### src/adpg_pkg.sv
`timescale 1ns / 1ps
// ----------------------------------------------------------------------------
// adpg_pkg
// Shared types, constants and address helpers for the attribute display
// pixel generator.
// ----------------------------------------------------------------------------
package adpg_pkg;

    localparam int DfileDepth = 6912;
    localparam int DfileAw    = $clog2(DfileDepth);

    typedef logic [DfileAw-1:0] dfile_addr_t;

    // operation codes carried in s_tuser
    localparam logic [1:0] OP_WRITE  = 2'd0;
    localparam logic [1:0] OP_RENDER = 2'd1;
    localparam logic [1:0] OP_FRAME  = 2'd2;

    localparam logic [2:0]  WINDOW_PAGE        = 3'b010;  // 0x4000 >> 13
    localparam dfile_addr_t ATTR_BASE          = DfileAw'(13'h1800);
    localparam dfile_addr_t DFILE_LIMIT        = DfileAw'(DfileDepth);
    localparam logic [7:0]  FLASH_PERIOD_RESET = 8'd16;

    typedef struct packed {
        logic [7:0] bits;
        logic [3:0] ink;
        logic [3:0] paper;
    } cell_t;

    // interleaved bitmap layout: third, pixel row, character row, column
    function automatic dfile_addr_t bitmap_addr(input logic [7:0] line,
                                                input logic [4:0] col);
        bitmap_addr = {line[7:6], line[2:0], line[5:3], col};
    endfunction

    function automatic dfile_addr_t attr_addr(input logic [7:0] line,
                                              input logic [4:0] col);
        attr_addr = ATTR_BASE + DfileAw'({line[7:3], col});
    endfunction

endpackage

### src/adpg_serial.sv
`timescale 1ns / 1ps
// ----------------------------------------------------------------------------
// adpg_serial
// Cell serialiser: turns one decoded cell into eight pixel transactions,
// MSB first, from an output register.
// ----------------------------------------------------------------------------
module adpg_serial
    import adpg_pkg::*;
(
    input  logic       aclk,
    input  logic       aresetn,
    input  logic       cell_valid,
    input  cell_t      cell_in,
    output logic       cell_ready,
    output logic       m_tvalid,
    input  logic       m_tready,
    output logic [7:0] m_tdata,   // [3:0] pixel_color, [7:4] zero
    output logic       m_tlast    // last_pixel
);

    logic       valid_reg, valid_next;
    logic [2:0] rem_reg, rem_next;
    logic [6:0] shift_reg, shift_next;
    logic [3:0] ink_reg, ink_next;
    logic [3:0] paper_reg, paper_next;
    logic [3:0] pix_reg, pix_next;
    logic       last_reg, last_next;
    logic       out_adv;

    always_comb begin
        out_adv    = !valid_reg || m_tready;
        cell_ready = out_adv && (rem_reg == 3'd0);
        valid_next = valid_reg;
        rem_next   = rem_reg;
        shift_next = shift_reg;
        ink_next   = ink_reg;
        paper_next = paper_reg;
        pix_next   = pix_reg;
        last_next  = last_reg;
        if (out_adv) begin
            if (rem_reg != 3'd0) begin
                pix_next   = shift_reg[6] ? ink_reg : paper_reg;
                shift_next = {shift_reg[5:0], 1'b0};
                rem_next   = rem_reg - 3'd1;
                last_next  = (rem_reg == 3'd1);
                valid_next = 1'b1;
            end else if (cell_valid) begin
                pix_next   = cell_in.bits[7] ? cell_in.ink : cell_in.paper;
                shift_next = cell_in.bits[6:0];
                ink_next   = cell_in.ink;
                paper_next = cell_in.paper;
                rem_next   = 3'd7;
                last_next  = 1'b0;
                valid_next = 1'b1;
            end else begin
                valid_next = 1'b0;
            end
        end
    end

    always_ff @(posedge aclk) begin
        if (!aresetn) begin
            valid_reg <= 1'b0;
            rem_reg   <= 3'd0;
        end else begin
            valid_reg <= valid_next;
            rem_reg   <= rem_next;
        end
    end

    always_ff @(posedge aclk) begin
        shift_reg <= shift_next;
        ink_reg   <= ink_next;
        paper_reg <= paper_next;
        pix_reg   <= pix_next;
        last_reg  <= last_next;
    end

    assign m_tvalid = valid_reg;
    assign m_tdata  = {4'd0, pix_reg};
    assign m_tlast  = last_reg;

`ifndef SYNTHESIS
    // pixels of one cell go out without gaps
    a_cell_contiguous: assert property (@(posedge aclk) disable iff (!aresetn)
        valid_reg && m_tready && !last_reg |=> valid_reg)
        else $error("gap inside a cell");

    a_last_ends_cell: assert property (@(posedge aclk) disable iff (!aresetn)
        valid_reg && last_reg |-> rem_reg == 3'd0)
        else $error("last pixel with pixels still pending");

    a_rem_has_output: assert property (@(posedge aclk) disable iff (!aresetn)
        rem_reg != 3'd0 |-> valid_reg)
        else $error("pending pixels without an output transaction");
`endif

endmodule

### config.mk
export PLATFORM = sky130hd
export DESIGN_NAME = adpg_serial
export DESIGN_NICKNAME = d
export VERILOG_FILES = /design/src/adpg_pkg.sv /design/src/adpg_serial.sv
export SDC_FILE = /design/constraint.sdc
export NUM_CORES = 1
export LEC_CHECK = 0
export BUFFER_PORTS_ARGS = -buffer_cell sky130_fd_sc_hd__buf_2
export CORE_ASPECT_RATIO = 0.8
export CORE_MARGIN = 2
export CORE_UTILIZATION = 40
export CTS_CLUSTER_DIAMETER = 150
export DETAILED_ROUTE_END_ITERATION = 12
export GPL_TIMING_DRIVEN = 0
export SLEW_MARGIN = 20
export SYNTH_ARGS = -nofsm -noshare
export SYNTH_HDL_FRONTEND = slang
export SYNTH_SLANG_ARGS = --single-unit
### constraint.sdc
create_clock -name aclk -period 1.9 [get_ports aclk]
set_input_delay 0 -clock aclk [delete_from_list [all_inputs] [get_ports aclk]]
set_output_delay 0 -clock aclk [all_outputs]
set_load 0.05 [all_outputs]
==> flow_summary.yaml, run 1 <==
run_status:
  status: "complete, no violations"
drt:
  dr_total_vias: 794
  drt-pass1-iter-count: 4
  avgViaCountPerCell: 4.49
  antenna_left: 0
  first_iter_violations: 6
  drc: 0
  wl_per_cell_um: 11.6
  wl_mm: 2.06
power:
  p_sw_mw: 0.703
  leakagePower_nw: 0.660
  power_density_nw_per_um2: 1290
  power_frac_clock_pct: 18.8
  internal_power_mw: 1.24
  vdd_drop_max_mv: 0.465
  power_frac_comb_pct: 37.4
  swShare_pct: 36.3
  p_seq_share_pct: 43.8
timing:
  period_share_pct: 93.2
  min_period_ps: 1770
  fin_tns_setup_ps: 0
  timing.hold.ws_ps: 20.8
  rsz0062_at_grt: "false"
  skew_ps: 12.7
  max_freq_mhz: 565
  finalSetupViolCount: 0
  slew_viol_final: 0
  hold_viol: 0
  fin_ws_ps: 130
run:
  cap_violations: 0
cells_and_area:
  final_nets: 163
  areaGrowthSynthToFinish_pct: 35.9
  n_antenna_cell: 0
  post_layout_nonfiller_instances: 177
  fillers: 236
  largest_register_ffs: 7
  drive_above_1_share_pct: 28.1
  postLayoutCoreUtil_pct: 55.6
synth:
  synth_top_flop_cell: "edfxtp_1"
  synthMuxAreaShare_pct: 4.64
  synth-compound-area-share_pct: 10.2
  yosys.area_share.xor_xnor_pct: 0
  synth_fa_ha_area_share_pct: 3.39
  ys_async_sr_fraction_pct: 0
  synth_edf_count: 20
  synth.most_common_cell: "edfxtp_1"
  ys_top_cells_by_count: "edfxtp_1 (20), nand2_1 (19), a21oi_1 (6)"
  avgSynthCellArea_um2: 12.2
  netlist_instances: 91
  yosysSeqAreaShare_pct: 61.5
  synth-seq-cells: 24
  synth-simple-area-share_pct: 13.3
  synth_top_area_share_pct: 54.3
  synth_cell_types: 26
  synth_top_family_by_area: "simple AND/OR/NAND/NOR gates"
  synth.area.top_cells: "edfxtp_1 (54%), dfxtp_1 (7.2%), nand2_1 (6.4%)"
  synth_top_area_cell: "edfxtp_1"
  syn_area_um2: 1110
  ys_warn_count: 0
die:
  io_pins: 31
  dieWidth_um: 62.8
  fp-row-count: 17
  placeableCoreArea_um2: 2700
  fp.dieArea_um2: 3200
  initial_core_util_pct: 40.9
  dieHeight_um: 51.0
hold_path:
  min_to: "m_tvalid"
  min_from: "cell_valid"
  hold_class: "in -> reg"
  whs_path_depth: 3
grt:
  grt_max_degree: 15
  grt_pass1_vias: 801
  antenna_found_initial: 0
  grt_use_total_pct: 14.8
  grt_pass1_wl_mm: 3.51
  grt-ovfl-total: 0
cts:
  clk_latency_ps: 320
  cts-buffers-inserted: 3
  cts-root-buf: "clkbuf_4"
  cts_max_level: 1
  clock_path_buffers: 2
  clock-sinks: 24
  clk_pin_slew_ps: 120
  cts_resized: 0
  cts_tree: "built"
setup_path:
  cp.arrival_ps: 1750
  worstPathMaxFanout: 14
  end_kind: "flip-flop"
  r2r_start: "rem_reg[0]"
  critPathLaunchType: "flip-flop"
  reg2reg_depth: 5
  worstReg2RegEnd: "pix_reg[0]"
  r2r_setup_slack_ps: 130
  required_ps: 1880
  critPathKind: "reg -> reg"
placed_design:
  port_buffers: 25
  place_ws_ps: 128
  routabilityCongestion: 0.668
  dp.final_hpwl_mm: 1.49
  place_inst: 157
## worst max-delay path by stage
stage	from	to	slack, ps
global route	rem_reg[0]	pix_reg[0]	40
detailed placement	rem_reg[0]	pix_reg[2]	130
finish	rem_reg[0]	pix_reg[0]	130
global placement	rem_reg[0]	pix_reg[2]	160
CTS	rem_reg[0]	pix_reg[0]	110
floorplan	rem_reg[0]	m_tlast	320
## cells in the final DEF (no fill, tap or decap), types with 2 or more instances in the layout
cell	instances
nand2b_1	2
inv_1	4
conb_1	4
buf_2	26
dlygate4sd3_1	16
dfxtp_1	4
nor2b_1	4
ha_1	3
clkbuf_4	3
and2_1	2
mux2i_1	4
edfxtp_1	20
nand2_1	19
buf_4	5
a21oi_1	6
a211oi_1	4
## cell type report
class / count / area, um^2 / share of cell area (%)
Inverter: 4 / 15.0 / 0.999
Tap cell: 38 / 47.5 / 3.16
Buffer: 8 / 57.6 / 3.83
Clock buffer: 3 / 22.5 / 1.50
Clock inverter: 1 / 30.0 / 2.00
Sequential cell: 24 / 681 / 45.3
Timing Repair Buffer: 41 / 285 / 19.0
Multi-Input combinational cell: 58 / 364 / 24.2
## power groups by stage
stage	Combinational, mW	Sequential, mW	Clock, mW
finish	0.725	0.851	0.365
global route	0.792	0.867	0.388
CTS	0.735	0.854	0.376
detailed placement	0.707	0.868	0
global placement	0.690	0.855	0
floorplan	0.375	1.02	0
## critical path, cell delays in order (launching register included)
cell	delay, ps
dfxtp_1	390
inv_1	80
ha_1	240
nor2b_2	170
buf_6	140
a21boi_4	400
## kinds of logic (layout without fill, tap and decap cells)
family,Yosys count,in the layout
other,1,4
adder cells (fa/ha/maj),3,3
multiplexers,5,5
buffers and inverters,12,57
AO/OA/AOI/OAI,15,15
flip-flops,24,24
AND/OR/NAND/NOR,31,31
## per-layer routing
layer / track usage, % / wire (um) / up-vias / part of all wire, %
met5: 0 / 0 / - / 0
met4: 7.78 / 52 / 0 / 2.5
met3: 4.19 / 91 / 5 / 4.4
met2: 26.2 / 1010 / 21 / 49
met1: 16.5 / 910 / 360 / 44
li1: - / - / 408 / -
## per-stage QoR
stage          power [mW]  area [um^2]
3_5_place_dp         1.58         1290
3_3_place_gp         1.54         1290
6_report             1.94         1500
4_1_cts              1.97         1500
2_1_floorplan        1.40         1120
5_1_grt              2.05         1500
## what timing repair did
| action | in CTS | in global routing |
|---|---|---|
| setup buffers | 0 | 0 |
| hold buffers | 16 | 0 |
| hold endpoints to repair | 18 | 0 |
(Power assumes the default switching activity.)
==> inputs of run 2 (changes only) <==
--- a/config.mk
+++ b/config.mk
@@ -9,6 +9,7 @@
 export CORE_ASPECT_RATIO = 0.8
 export CORE_MARGIN = 2
 export CORE_UTILIZATION = 40
+export CTS_BUF_LIST = sky130_fd_sc_hd__clkbuf_16
 export CTS_CLUSTER_DIAMETER = 150
 export DETAILED_ROUTE_END_ITERATION = 12
 export GPL_TIMING_DRIVEN = 0
==> flow_summary.yaml, run 2 (same netlist as run 1, synthesis figures left out) <==
run_status:
  status: "complete, no violations"
die:
  initial_core_util_pct: 40.9
  dieWidth_um: 62.8
  fp-row-count: 17
  fp.dieArea_um2: 3200
  io_pins: 31
  dieHeight_um: 51.0
  placeableCoreArea_um2: 2700
setup_path:
  critical_path.max_stage_delay_ps: 400
  worstPathMaxFanout: 14
  crit_buf_inv: 2
  end_kind: "flip-flop"
  critPathKind: "reg -> reg"
  cp.arrival_ps: 1670
  required_ps: 1810
  critPathLaunchType: "flip-flop"
  crit_slowest_cell: "a21boi_4"
  crit_family: "compound AO/OA/AOI/OAI gates"
  worst-path-stages: 5
  reg2reg_depth: 5
  crit_chain: "inv_1 -> ha_1 -> nor2b_2 -> buf_6 -> a21boi_4"
cts:
  cts-buffers-inserted: 3
  clk_latency_ps: 260
  clk_pin_slew_ps: 60
  cts_resized: 0
  cts-root-buf: "clkbuf_16"
  clock_path_buffers: 2
  clock-sinks: 24
  cts_tree: "built"
  cts_max_level: 1
power:
  p_seq_share_pct: 39.5
  p_sw_mw: 0.728
  power_frac_clock_pct: 27.5
  leakagePower_nw: 0.650
  internal_power_mw: 1.43
  vdd_drop_max_mv: 0.554
  power_mw: 2.16
  power_frac_comb_pct: 33.0
  power_density_nw_per_um2: 1470
  swShare_pct: 33.7
grt:
  grt-ovfl-total: 0
  antenna_found_initial: 0
  grt_pass1_vias: 748
  grt_pass1_wl_mm: 3.40
  grt_max_degree: 15
  grt_use_total_pct: 14.4
drt:
  wl_per_cell_um: 12.3
  drc: 0
  avgViaCountPerCell: 4.47
  dr_total_vias: 756
  antenna_left: 0
  first_iter_violations: 11
  wl_mm: 2.07
  drt-pass1-iter-count: 4
hold_path:
  whs_path_depth: 3
  hold_class: "in -> reg"
cells_and_area:
  final_nets: 155
  largest_register_ffs: 7
  multi_input_area_um2: 364
  seqCellArea_um2: 681
  final_common_cell: "buf_2"
  mostFrequentLayoutCells: "buf_2 (26), edfxtp_1 (20), nand2_1 (19)"
  fillers: 238
  drive_above_1_share_pct: 29.8
  post_layout_nonfiller_instances: 169
  areaGrowthSynthToFinish_pct: 33.4
  n_antenna_cell: 0
timing:
  period_share_pct: 93.0
  rsz0062_at_grt: "false"
  max_freq_mhz: 566
  timing.hold.ws_ps: 2.80
  slew_viol_final: 0
  fin_ws_ps: 133
  fin_tns_setup_ps: 0
  finalSetupViolCount: 0
  min_period_ps: 1770
  skew_ps: 5.10
  hold_viol: 0
run:
  cap_violations: 0
placed_design:
  place_inst: 157
  routabilityCongestion: 0.668
  dp.final_hpwl_mm: 1.49
  place_ws_ps: 128
  port_buffers: 25
[run 2: cell types whose count changed in the layout (fill, tap and decap cells not counted)]
cell,previous run,this run
clkbuf_16,0,3
dlygate4sd3_1,16,8
clkbuf_4,3,0
[run 2: final cells by class]
type	instances	share of cell area [%]
buffer	8	3.90
clock buffer	3	5.09
clock inverter	1	2.04
inverter	4	1.02
multi-input combinational	58	24.7
sequential	24	46.1
tap	38	3.22
timing repair buffer	33	13.9
[run 2: metal layers]
metal	GRT usage (%)	wire length (um)	up-vias
met5	0	0	-
met4	7.78	54	0
met3	3.30	95	4
met2	25.8	1010	26
met1	16.3	911	337
li1	-	-	389
[run 2: power by group through the flow]
| stage | combinational, mW | sequential, mW | clock, mW |
|---|---|---|---|
| CTS | 0.725 | 0.857 | 0.602 |
| global placement | 0.690 | 0.855 | 0 |
| finish | 0.714 | 0.854 | 0.594 |
| floorplan | 0.375 | 1.02 | 0 |
| detailed placement | 0.707 | 0.868 | 0 |
| global route | 0.781 | 0.870 | 0.616 |
[run 2: final timing paths]
kind | from | to | slack, ps
worst min register to register | shift_reg[0] | shift_reg[1] | 520
worst max register to register | rem_reg[0] | pix_reg[0] | 130
worst max-delay path | rem_reg[0] | pix_reg[0] | 130
worst min-delay path | cell_in[9] | shift_reg[1] | 3
[run 2: tightest hold or removal path, stage by stage]
cell and delay, ps:
buf_2 70, nand2_1 40, nand2_1 50
[run 2: what timing repair did]
item | 4_1_cts | 5_1_grt
setup buffers | 0 | 0
hold buffers | 8 | 0
endpoints found under the hold margin | 8 | 0
[run 2: metrics by stage]
step / util (%) / instance area (um^2)
floorplan: - / 1120
global placement: 47.8 / 1290
detailed placement: 47.8 / 1290
CTS: 54.6 / 1480
global route: 54.6 / 1480
finish: 54.6 / 1480
